File: src/rtl/core/dwpfm_pkg.sv
package dwpfm_pkg;

    localparam int TICK_BITS_DEF  = 32;
    localparam int FREQ_FRAC_DEF  = 12;

    localparam int US_PER_S       = 1000000;
    localparam int US_W           = 20;
    localparam int US_PER_MS      = 1000;

    localparam int FREQ_W         = 32;
    localparam int W_W            = 17;
    localparam int PPR_W          = 16;
    localparam int TMO_W          = 23;
    localparam int LIMIT_W        = 33;
    localparam int CFG_W          = 23;
    localparam int CFG_IDX_W      = 2;
    localparam int EMA_P_W        = 49;
    localparam int EMA_S_W        = 50;
    localparam int EMA_SHIFT      = 16;
    localparam int PROD_W         = 64;

    // 2*pi in Q3.28, velocity divisor is the pulse count per turn << 28
    localparam logic [30:0] TWO_PI_Q28 = 31'd1686629713;
    localparam int VEL_SHIFT      = 28;
    localparam int VNUM_W         = 36;

    localparam logic [W_W-1:0]     W_ONE       = 17'd65536;
    localparam logic [W_W-1:0]     W_RST       = 17'd32768;
    localparam logic [LIMIT_W-1:0] LIMIT_RST   = 33'd500000;

    localparam logic       OP_EDGE  = 1'b0;
    localparam logic [1:0] LVL_HIGH = 2'd1;

    localparam logic [CFG_IDX_W-1:0] REG_TIMEOUT_MS = 2'd0;
    localparam logic [CFG_IDX_W-1:0] REG_SMOOTH_ON  = 2'd1;
    localparam logic [CFG_IDX_W-1:0] REG_SMOOTH_W   = 2'd2;
    localparam logic [CFG_IDX_W-1:0] REG_PPR        = 2'd3;

    typedef enum logic [3:0] {
        ST_IDLE,
        ST_EDGE,
        ST_FDIV,
        ST_EMA_A,
        ST_EMA_B,
        ST_EMA_W,
        ST_VIS,
        ST_VMUL_L,
        ST_VSTART_L,
        ST_VDIV_L,
        ST_VMUL_R,
        ST_VSTART_R,
        ST_VDIV_R,
        ST_OUT
    } dwpfm_state_t;

    typedef struct packed {
        logic load_in;
        logic edge_step;
        logic fdiv_start;
        logic store_raw;
        logic ema_a;
        logic ema_b;
        logic ema_store;
        logic vis_load;
        logic vel_mul;
        logic vel_start;
        logic vel_store;
        logic side;
        logic out_load;
    } dwpfm_cmd_t;

    typedef struct packed {
        logic rise;
        logic edge_ok;
        logic div_done;
        logic smooth_on;
        logic out_free;
    } dwpfm_sts_t;

endpackage

File: src/rtl/core/dwpfm_div.sv
module dwpfm_div #(
    parameter int DVD_W = 36,
    parameter int DVS_W = 32
) (
    input  logic             aclk,
    input  logic             aresetn,
    input  logic             start,
    input  logic [DVD_W-1:0] dvd,
    input  logic [DVS_W-1:0] dvs,
    output logic [DVD_W-1:0] quo,
    output logic             done
);

    localparam int CNT_W = $clog2(DVD_W + 1);

    logic             busy_reg;
    logic             done_reg;
    logic [CNT_W-1:0] cnt_reg;
    logic [DVS_W-1:0] rem_reg,  rem_next;
    logic [DVD_W-1:0] quo_reg,  quo_next;
    logic [DVS_W-1:0] dvs_reg;
    logic [DVS_W:0]   trial;
    logic [DVS_W:0]   diff;
    logic             ge;

    // one restoring step: shift in the next dividend bit, subtract if it fits
    always_comb begin
        trial    = {rem_reg, quo_reg[DVD_W-1]};
        ge       = trial >= {1'b0, dvs_reg};
        diff     = trial - {1'b0, dvs_reg};
        rem_next = ge ? diff[DVS_W-1:0] : trial[DVS_W-1:0];
        quo_next = {quo_reg[DVD_W-2:0], ge};
    end

    always_ff @(posedge aclk) begin
        if (!aresetn) begin
            busy_reg <= 1'b0;
            done_reg <= 1'b0;
            cnt_reg  <= '0;
        end else begin
            done_reg <= 1'b0;
            if (start) begin
                busy_reg <= 1'b1;
                cnt_reg  <= CNT_W'(DVD_W);
            end else if (busy_reg) begin
                cnt_reg <= cnt_reg - CNT_W'(1);
                if (cnt_reg == CNT_W'(1)) begin
                    busy_reg <= 1'b0;
                    done_reg <= 1'b1;
                end
            end
        end
    end

    always_ff @(posedge aclk) begin
        if (start) begin
            rem_reg <= '0;
            quo_reg <= dvd;
            dvs_reg <= dvs;
        end else if (busy_reg) begin
            rem_reg <= rem_next;
            quo_reg <= quo_next;
        end
    end

    assign quo  = quo_reg;
    assign done = done_reg;

endmodule

File: src/rtl/core/dwpfm_ctrl.sv
module dwpfm_ctrl
    import dwpfm_pkg::*;
(
    input  logic       aclk,
    input  logic       aresetn,
    input  logic       s_tvalid,
    output logic       s_tready,
    input  dwpfm_sts_t sts,
    output dwpfm_cmd_t cmd
);

    dwpfm_state_t state_reg, state_next;

    always_ff @(posedge aclk) begin
        if (!aresetn) begin
            state_reg <= ST_IDLE;
        end else begin
            state_reg <= state_next;
        end
    end

    always_comb begin
        state_next = state_reg;
        case (state_reg)
            ST_IDLE: begin
                if (s_tvalid) state_next = ST_EDGE;
            end
            ST_EDGE: begin
                if (sts.rise && sts.edge_ok) state_next = ST_FDIV;
                else                         state_next = ST_VIS;
            end
            ST_FDIV: begin
                if (sts.div_done) state_next = sts.smooth_on ? ST_EMA_A : ST_VIS;
            end
            ST_EMA_A:    state_next = ST_EMA_B;
            ST_EMA_B:    state_next = ST_EMA_W;
            ST_EMA_W:    state_next = ST_VIS;
            ST_VIS:      state_next = ST_VMUL_L;
            ST_VMUL_L:   state_next = ST_VSTART_L;
            ST_VSTART_L: state_next = ST_VDIV_L;
            ST_VDIV_L: begin
                if (sts.div_done) state_next = ST_VMUL_R;
            end
            ST_VMUL_R:   state_next = ST_VSTART_R;
            ST_VSTART_R: state_next = ST_VDIV_R;
            ST_VDIV_R: begin
                if (sts.div_done) state_next = ST_OUT;
            end
            ST_OUT: begin
                if (sts.out_free) state_next = ST_IDLE;
            end
            default: state_next = ST_IDLE;
        endcase
    end

    always_comb begin
        cmd      = '0;
        s_tready = 1'b0;
        case (state_reg)
            ST_IDLE: begin
                s_tready    = 1'b1;
                cmd.load_in = s_tvalid;
            end
            ST_EDGE: begin
                cmd.edge_step  = sts.rise;
                cmd.fdiv_start = sts.rise && sts.edge_ok;
            end
            ST_FDIV:     cmd.store_raw = sts.div_done && !sts.smooth_on;
            ST_EMA_A:    cmd.ema_a     = 1'b1;
            ST_EMA_B:    cmd.ema_b     = 1'b1;
            ST_EMA_W:    cmd.ema_store = 1'b1;
            ST_VIS:      cmd.vis_load  = 1'b1;
            ST_VMUL_L:   cmd.vel_mul   = 1'b1;
            ST_VSTART_L: cmd.vel_start = 1'b1;
            ST_VDIV_L:   cmd.vel_store = sts.div_done;
            ST_VMUL_R: begin
                cmd.vel_mul = 1'b1;
                cmd.side    = 1'b1;
            end
            ST_VSTART_R: begin
                cmd.vel_start = 1'b1;
                cmd.side      = 1'b1;
            end
            ST_VDIV_R: begin
                cmd.vel_store = sts.div_done;
                cmd.side      = 1'b1;
            end
            ST_OUT:      cmd.out_load  = sts.out_free;
            default: begin
                cmd      = '0;
                s_tready = 1'b0;
            end
        endcase
    end

endmodule

File: src/rtl/core/dwpfm_dp.sv
module dwpfm_dp
    import dwpfm_pkg::*;
#(
    parameter int TICK_BITS      = TICK_BITS_DEF,
    parameter int FREQ_FRAC_BITS = FREQ_FRAC_DEF
) (
    input  logic                 aclk,
    input  logic                 aresetn,
    input  logic                 in_operation,
    input  logic [31:0]          in_tick_us,
    input  logic                 in_channel,
    input  logic [1:0]           in_level,
    input  logic                 cfg_we,
    input  logic [CFG_IDX_W-1:0] cfg_index,
    input  logic [CFG_W-1:0]     cfg_wdata,
    input  logic                 m_tready,
    output logic                 m_tvalid,
    output logic [127:0]         m_data,
    input  dwpfm_cmd_t           cmd,
    output dwpfm_sts_t           sts
);

    localparam int ONE_W  = US_W + FREQ_FRAC_BITS;
    localparam int NUM_W  = (ONE_W > TICK_BITS ? ONE_W : TICK_BITS) + 1;
    localparam int DVD_W  = NUM_W > VNUM_W ? NUM_W : VNUM_W;
    localparam int DVS_W  = TICK_BITS > PPR_W ? TICK_BITS : PPR_W;
    localparam int CMP_W  = TICK_BITS > LIMIT_W ? TICK_BITS : LIMIT_W;
    localparam logic [NUM_W-1:0] ONE_Q = NUM_W'(US_PER_S) << FREQ_FRAC_BITS;

    logic                 op_reg;
    logic [TICK_BITS-1:0] tick_reg;
    logic                 chan_reg;
    logic [1:0]           level_reg;

    logic [LIMIT_W-1:0]   limit_reg;
    logic                 smooth_on_reg;
    logic [W_W-1:0]       weight_reg;
    logic [PPR_W-1:0]     ppr_reg;

    logic [TICK_BITS-1:0] last_reg [2];
    logic [FREQ_W-1:0]    freq_reg [2];
    logic [FREQ_W-1:0]    vis_reg  [2];
    logic [FREQ_W-1:0]    rad_reg  [2];
    logic [PROD_W-1:0]    prod_reg;
    logic [EMA_P_W-1:0]   hold_reg;
    logic [127:0]         out_reg;
    logic                 valid_reg;

    logic [TICK_BITS-1:0] prev;
    logic [TICK_BITS-1:0] delta;
    logic [NUM_W-1:0]     fnum;
    logic                 div_start;
    logic [DVD_W-1:0]     div_dvd;
    logic [DVS_W-1:0]     div_dvs;
    logic [DVD_W-1:0]     div_quo;
    logic                 div_done;
    logic [FREQ_W-1:0]    q_sat;
    logic [W_W-1:0]       w_sat;
    logic [W_W-1:0]       w_inv;
    logic [FREQ_W-1:0]    mul_a;
    logic [FREQ_W-1:0]    mul_b;
    logic [PROD_W-1:0]    mul_p;
    logic [EMA_S_W-1:0]   ema_sum;
    logic [EMA_S_W-EMA_SHIFT-1:0] ema_q;
    logic [FREQ_W-1:0]    ema_sat;
    logic [PROD_W-1:0]    vsum;
    logic [VNUM_W-1:0]    vnum;
    logic [TICK_BITS-1:0] age      [2];
    logic [FREQ_W-1:0]    vis_next [2];

    always_comb begin
        prev  = last_reg[chan_reg];
        delta = tick_reg - prev;
        fnum  = ONE_Q + NUM_W'(delta >> 1);

        q_sat = (|div_quo[DVD_W-1:FREQ_W]) ? '1 : div_quo[FREQ_W-1:0];

        w_sat = (weight_reg > W_ONE) ? W_ONE : weight_reg;
        w_inv = W_ONE - w_sat;

        // one shared multiplier: the two smoothing terms, then f * 2pi
        if (cmd.ema_a) begin
            mul_a = FREQ_W'(w_sat);
            mul_b = q_sat;
        end else if (cmd.ema_b) begin
            mul_a = FREQ_W'(w_inv);
            mul_b = freq_reg[chan_reg];
        end else begin
            mul_a = vis_reg[cmd.side];
            mul_b = FREQ_W'(TWO_PI_Q28);
        end
        mul_p = PROD_W'(mul_a) * PROD_W'(mul_b);

        ema_sum = EMA_S_W'(hold_reg) + EMA_S_W'(prod_reg[EMA_P_W-1:0]) + EMA_S_W'(32768);
        ema_q   = ema_sum[EMA_S_W-1:EMA_SHIFT];
        ema_sat = (|ema_q[EMA_S_W-EMA_SHIFT-1:FREQ_W]) ? '1 : ema_q[FREQ_W-1:0];

        // rounding half of the divisor, then drop the 2^28 common factor
        vsum = prod_reg + (PROD_W'(ppr_reg) << (VEL_SHIFT - 1));
        vnum = vsum[PROD_W-1:VEL_SHIFT];

        div_start = cmd.fdiv_start | cmd.vel_start;
        div_dvd   = cmd.fdiv_start ? DVD_W'(fnum)  : DVD_W'(vnum);
        div_dvs   = cmd.fdiv_start ? DVS_W'(delta) : DVS_W'(ppr_reg);

        // age wraps at the tick width before it is compared with the limit
        for (int i = 0; i < 2; i++) begin
            age[i] = tick_reg - last_reg[i];
            if (last_reg[i] == '0 || CMP_W'(age[i]) > CMP_W'(limit_reg)) begin
                vis_next[i] = '0;
            end else begin
                vis_next[i] = freq_reg[i];
            end
        end
    end

    dwpfm_div #(
        .DVD_W (DVD_W),
        .DVS_W (DVS_W)
    ) u_div (
        .aclk    (aclk),
        .aresetn (aresetn),
        .start   (div_start),
        .dvd     (div_dvd),
        .dvs     (div_dvs),
        .quo     (div_quo),
        .done    (div_done)
    );

    // configuration and measurement state
    always_ff @(posedge aclk) begin
        if (!aresetn) begin
            limit_reg     <= LIMIT_RST;
            smooth_on_reg <= 1'b0;
            weight_reg    <= W_RST;
            ppr_reg       <= '0;
            last_reg[0]   <= '0;
            last_reg[1]   <= '0;
            freq_reg[0]   <= '0;
            freq_reg[1]   <= '0;
            valid_reg     <= 1'b0;
        end else begin
            if (cfg_we) begin
                case (cfg_index)
                    REG_TIMEOUT_MS: limit_reg     <= LIMIT_W'(cfg_wdata[TMO_W-1:0]) *
                                                     LIMIT_W'(US_PER_MS);
                    REG_SMOOTH_ON:  smooth_on_reg <= cfg_wdata[0];
                    REG_SMOOTH_W:   weight_reg    <= cfg_wdata[W_W-1:0];
                    REG_PPR:        ppr_reg       <= cfg_wdata[PPR_W-1:0];
                    default: begin
                    end
                endcase
            end
            if (cmd.edge_step) last_reg[chan_reg] <= tick_reg;
            if (cmd.store_raw) freq_reg[chan_reg] <= q_sat;
            if (cmd.ema_store) freq_reg[chan_reg] <= ema_sat;
            if (cmd.out_load) begin
                valid_reg <= 1'b1;
            end else if (m_tready) begin
                valid_reg <= 1'b0;
            end
        end
    end

    always_ff @(posedge aclk) begin
        if (cmd.load_in) begin
            op_reg    <= in_operation;
            tick_reg  <= TICK_BITS'(in_tick_us);
            chan_reg  <= in_channel;
            level_reg <= in_level;
        end
        if (cmd.ema_a || cmd.ema_b || cmd.vel_mul) prod_reg <= mul_p;
        if (cmd.ema_b) hold_reg <= prod_reg[EMA_P_W-1:0];
        if (cmd.vis_load) begin
            vis_reg[0] <= vis_next[0];
            vis_reg[1] <= vis_next[1];
        end
        if (cmd.vel_store) rad_reg[cmd.side] <= (ppr_reg == '0) ? '0 : q_sat;
        if (cmd.out_load) out_reg <= {rad_reg[1], rad_reg[0], vis_reg[1], vis_reg[0]};
    end

    always_comb begin
        sts.rise      = (op_reg == OP_EDGE) && (level_reg == LVL_HIGH);
        sts.edge_ok   = (prev != '0) && (delta != '0);
        sts.div_done  = div_done;
        sts.smooth_on = smooth_on_reg;
        sts.out_free  = !valid_reg || m_tready;
    end

    assign m_tvalid = valid_reg;
    assign m_data   = out_reg;

endmodule

File: src/rtl/core/dual_wheel_period_frequency_meter_core.sv
// Two-channel wheel tachometer.
// Input items arrive on the s_ stream: each carries a microsecond timestamp,
// and an edge item also names a wheel and a pin level. A high level on an
// edge item stores the timestamp and, from the period to the previous edge,
// updates that wheel's frequency (raw or exponentially smoothed). Every item
// returns one result item on the m_ stream with both frequencies and both
// angular velocities, Q20.12, with a wheel reading zero when it is stale.
// Configuration is written through cfg_we / cfg_index / cfg_wdata; the user
// must write it only while the block is idle, which the block itself does not
// enforce. There is no read-back. Items are handled one at a time; the block
// returns to idle before it accepts the next item. The shared restoring
// divider is 36 bits wide at the default parameters. It runs once for the
// frequency and once per wheel for the velocity, one bit per cycle.
// A finished result waits in the output register while the next item is
// accepted; if the receiver stalls, the block holds the result and stops
// before loading the next one. Reset clears both wheels' stored edges and
// frequencies and restores the register defaults.
module dual_wheel_period_frequency_meter_core
    import dwpfm_pkg::*;
#(
    parameter int TICK_BITS      = TICK_BITS_DEF,
    parameter int FREQ_FRAC_BITS = FREQ_FRAC_DEF
) (
    input  logic                 aclk,
    input  logic                 aresetn,
    input  logic                 s_tvalid,
    output logic                 s_tready,
    input  logic [39:0]          s_tdata,   // tick_us[31:0], level[33:32], zero pad
    input  logic [1:0]           s_tuser,   // operation[0], channel[1]
    output logic                 m_tvalid,
    input  logic                 m_tready,
    output logic [127:0]         m_tdata,   // left_hz, right_hz, left_rad_s, right_rad_s
    input  logic                 cfg_we,
    input  logic [CFG_IDX_W-1:0] cfg_index,
    input  logic [CFG_W-1:0]     cfg_wdata
);

    dwpfm_cmd_t cmd;
    dwpfm_sts_t sts;

    dwpfm_ctrl u_ctrl (
        .aclk     (aclk),
        .aresetn  (aresetn),
        .s_tvalid (s_tvalid),
        .s_tready (s_tready),
        .sts      (sts),
        .cmd      (cmd)
    );

    dwpfm_dp #(
        .TICK_BITS      (TICK_BITS),
        .FREQ_FRAC_BITS (FREQ_FRAC_BITS)
    ) u_dp (
        .aclk         (aclk),
        .aresetn      (aresetn),
        .in_operation (s_tuser[0]),
        .in_tick_us   (s_tdata[31:0]),
        .in_channel   (s_tuser[1]),
        .in_level     (s_tdata[33:32]),
        .cfg_we       (cfg_we),
        .cfg_index    (cfg_index),
        .cfg_wdata    (cfg_wdata),
        .m_tready     (m_tready),
        .m_tvalid     (m_tvalid),
        .m_data       (m_tdata),
        .cmd          (cmd),
        .sts          (sts)
    );

endmodule

File: config.mk
export PLATFORM = sky130hd
export DESIGN_NAME = dual_wheel_period_frequency_meter_core
export DESIGN_NICKNAME = d
export VERILOG_FILES = /design/src/rtl/core/dwpfm_pkg.sv /design/src/rtl/core/dwpfm_div.sv /design/src/rtl/core/dwpfm_ctrl.sv /design/src/rtl/core/dwpfm_dp.sv /design/src/rtl/core/dual_wheel_period_frequency_meter_core.sv
export SDC_FILE = /design/constraint.sdc
export NUM_CORES = 2
export LEC_CHECK = 0
export BUFFER_PORTS_ARGS = -buffer_cell sky130_fd_sc_hd__buf_4
export CAP_MARGIN = 20
export CORE_ASPECT_RATIO = 0.9
export CORE_MARGIN = 3
export CORE_UTILIZATION = 55
export CTS_CLUSTER_DIAMETER = 200
export CTS_CLUSTER_SIZE = 14
export DETAILED_ROUTE_END_ITERATION = 8
export PLACE_DENSITY = 0.69
export SYNTH_ARGS = -nofsm -noshare
export SYNTH_HDL_FRONTEND = slang
export SYNTH_SLANG_ARGS = --single-unit
export TNS_END_PERCENT = 5
File: constraint.sdc
create_clock -name aclk -period 32.8 [get_ports aclk]
set_clock_uncertainty 0.1 [all_clocks]
set_input_delay 0 -clock aclk [delete_from_list [all_inputs] [get_ports aclk]]
set_output_delay 0 -clock aclk [all_outputs]
set_load 0.05 [all_outputs]
==> key figures <==
Status
  • Status: finished clean

Route
  • Per-cell routed wire length: 22.93 microns
  • DRC: 0
  • Drt total wl: 226600 microns
  • Met3 wire length: ~26000 microns
  • DRT iter0 DRCs: roughly 5900
  • Vias/cell: 5.822
  • Total number of vias: 57560
  • Met2 Wirelength: roughly 96000 microns
  • Highest metal used: met4
  • Met1 layer wirelength in the final routing: ~97000 microns
  • Drt pass-1 iters: 6
  • Final ANT Viol Nets: 0

Timing
  • Worst relative slew slack: 0.2003
  • Minimum clock period: 13.00 ns
  • Fin crit share: 0.3964
  • Slew Viols, Final: 0
  • Setup TNS: 0 ns
  • Fin. Hold Viols: 0
  • Maximum clock frequency: 76.91 MHz
  • Setup-failing EPs final: 0
  • RSZ-0062 raised after global routing: no
  • Worst Tran Pin Value: 1.197 ns

Cells and area
  • Most frequent cells in the layout: 1358 x inv_1, 983 x fa_1, 682 x nor2_1, 627 x ha_1, 601 x edfxtp_1
  • Area growth, synth to finish: 9.600%
  • Share of layout cells above drive strength 1: 0.06536
  • Fin area: 0.08304 sq mm
  • Leading cell type in the layout, fill and taps excluded: inv_1
  • Largest register FFs: approximately 130
  • NumNets Final: 9715
  • Filler cells: 11580

Yosys
  • Cell count after synthesis: 7606
  • Sequential cell area fraction in the yosys report: 0.2673
  • Post-synthesis register bit count: 711
  • Synth unique cells: 96
  • Synthesized area: 0.07577 sq mm
  • Syn avg cell area: 9.961 sq um
  • EDFF count, synth: 601
  • FFs w/ async S/R, synth: 0
  • Ys flop type: edfxtp_1
  • Yosys synthesis warning count: 0

Floorplanning
  • Die width: about 400 microns
  • Die Y: 358.1 microns
  • Ports: 202
  • Die ar.: 0.1423 sq mm
  • Initial Utilization: 0.5566
  • Row Count: ~130
  • Core region area: 0.1361 sq mm

Clocking
  • Clock root cell: clkbuf_16
  • Clk_lat worst skew: approximately 0.73 ns
  • CTS max path bufs: 3
  • CTS tree: yes
  • # H-tree levels: 2
  • Total CTS buffers: between 50 and 60
  • CTS resizes: 0
  • Postcts setup bufs: 0
  • Clk slew on worst S/H paths: 0.07 ns
  • Clk sinks: 711

Global route
  • Largest net degree at the start of global routing: 129
  • Initial antenna violation count: 12
  • Vias in the first global route: 56650
  • Congestion Overflow GR: 0
  • First-pass GRT wire length: 343500 microns
  • Global Route Usage Sum: 0.3199

Placement
  • Detailed placement HPWL: 176700 microns
  • Area after DPL: 0.08023 sq mm
  • GPL Wtd Cong: approximately 0.99
  • Port Buffers: 195

Worst setup path
  • Critical path type: flop to flop
  • Worst Setup End Kind: flop
  • Worst EP required: ~33 ns
  • Worst EP arrival: 13.28 ns
  • CP Max Fanout: 11
  • Most numerous cell on the critical path: fa_1
  • Critical Path Source Type: flop
  • CP peak stage delay: 0.90 ns
  • Slowest-stage cell, CP: a21oi_2

Job
  • Number of max-cap violations: 0

Worst hold path
  • Min-delay worst type: input pin to flop
==> metrics by stage <==
stage / hold WS, ns / cells / setup WS [ns] / util
after floorplan: -0.001131 / 7844 / 22.33 / -
after global placement: 0.07784 / 9677 / 20.21 / 0.5893
after detailed placement: 0.07930 / 9678 / 20.12 / 0.5894
after CTS: 0.02385 / 9880 / 19.94 / 0.6097
after global routing: 0.08400 / 9883 / 19.24 / 0.6099
final: 0.08347 / 9886 / 19.80 / 0.6100
==> logic make-up after synthesis <==
family	after synthesis	synth area share
compound gates	1143	0.1019
xor+xnor	251	0.02902
fa+ha+maj	1610	0.3633
buf+inv	1649	0.08280
flops	711	0.2673
mux	175	0.02386
other cells	2	0.00009912
simple gates	2065	0.1318
==> worst max-delay path, delay by kind of cell (launching register included) <==
family	cells	cell delay, ns
simple gates	7	2.12
mux	1	0.36
buf+inv	4	0.38
compound gates	12	4.36
xor+xnor	1	0.09
fa+ha+maj	10	4.90
flops	1	0.35
==> per-layer routing <==
metal  GRT usage  vias to the layer above
met5           0                        -
met4     0.09558                        0
met3     0.07474                      348
met2      0.4665                     2695
met1      0.4753                    28820
li1            -                    25700
==> final timing paths <==
path	startpoint	end	slack [ns]	cells past startpoint
max reg2reg	u_dp.weight_reg[2]	u_dp.prod_reg[61]	19.80	35
max	u_dp.weight_reg[2]	u_dp.prod_reg[61]	19.80	35
min	cfg_wdata[17]	u_dp.limit_reg[20]	0.08	6
min reg2reg	u_dp.rad_reg[0][2]	m_tdata[66]	0.27	0
==> what timing repair did <==
item                                    4_1_cts  5_1_grt
endpoints found under the hold margin       112        0
hold buffers                                113        0
endpoints found under the setup margin        0        0
==> synthesized netlist by cell type (13+ instances only) <==
library cell | n | area share
inv_1 | 1359 | 0.067
fa_1 | 983 | 0.26
nor2_1 | 685 | 0.034
ha_1 | 627 | 0.10
edfxtp_1 | 601 | 0.24
nand2_1 | 447 | 0.022
a21oi_1 | 300 | 0.020
clkbuf_1 | 253 | 0.013
o21ai_0 | 202 | 0.013
nand2b_1 | 189 | 0.016
xnor2_1 | 176 | 0.020
a21o_1 | 153 | 0.015
mux2i_1 | 139 | 0.018
and2_1 | 135 | 0.011
nor3_1 | 128 | 0.0085
dfxtp_1 | 110 | 0.029
nand3_1 | 102 | 0.0067
nand4_1 | 97 | 0.0080
xor2_1 | 75 | 0.0087
a21boi_0 | 59 | 0.0058
nor2b_1 | 57 | 0.0047
o21a_1 | 46 | 0.0046
o221ai_1 | 42 | 0.0049
or2_2 | 41 | 0.0034
nor4_1 | 39 | 0.0032
o22ai_1 | 37 | 0.0031
o21bai_1 | 36 | 0.0036
a31oi_1 | 35 | 0.0029
and3_1 | 34 | 0.0028
mux2_2 | 31 | 0.0046
o211ai_1 | 29 | 0.0029
or3_1 | 29 | 0.0024
a211oi_1 | 26 | 0.0026
a2111oi_2 | 23 | 0.0046
nor3b_1 | 20 | 0.0020
o22a_1 | 20 | 0.0023
buf_1 | 15 | 0.00074
o31ai_1 | 15 | 0.0015
or4_1 | 13 | 0.0013
==> cell type report <==
class | count | area [sq um] | area share
clock buffer | 84 | 1528 | 0.01840
antenna | 3 | 7.507 | 0.00009041
multi-input combinational | 5484 | 50300 | 0.6058
clock inverter | 5 | 110.1 | 0.001326
timing repair buffer | 420 | 3457 | 0.04163
inverter | 1359 | 5101 | 0.06143
sequential | 711 | 20250 | 0.2439
tap | 1820 | 2277 | 0.02742
Power is left out: the tool's default activity adds up to more than one toggle a clock period on the data nets, which glitch-free logic cannot reach.
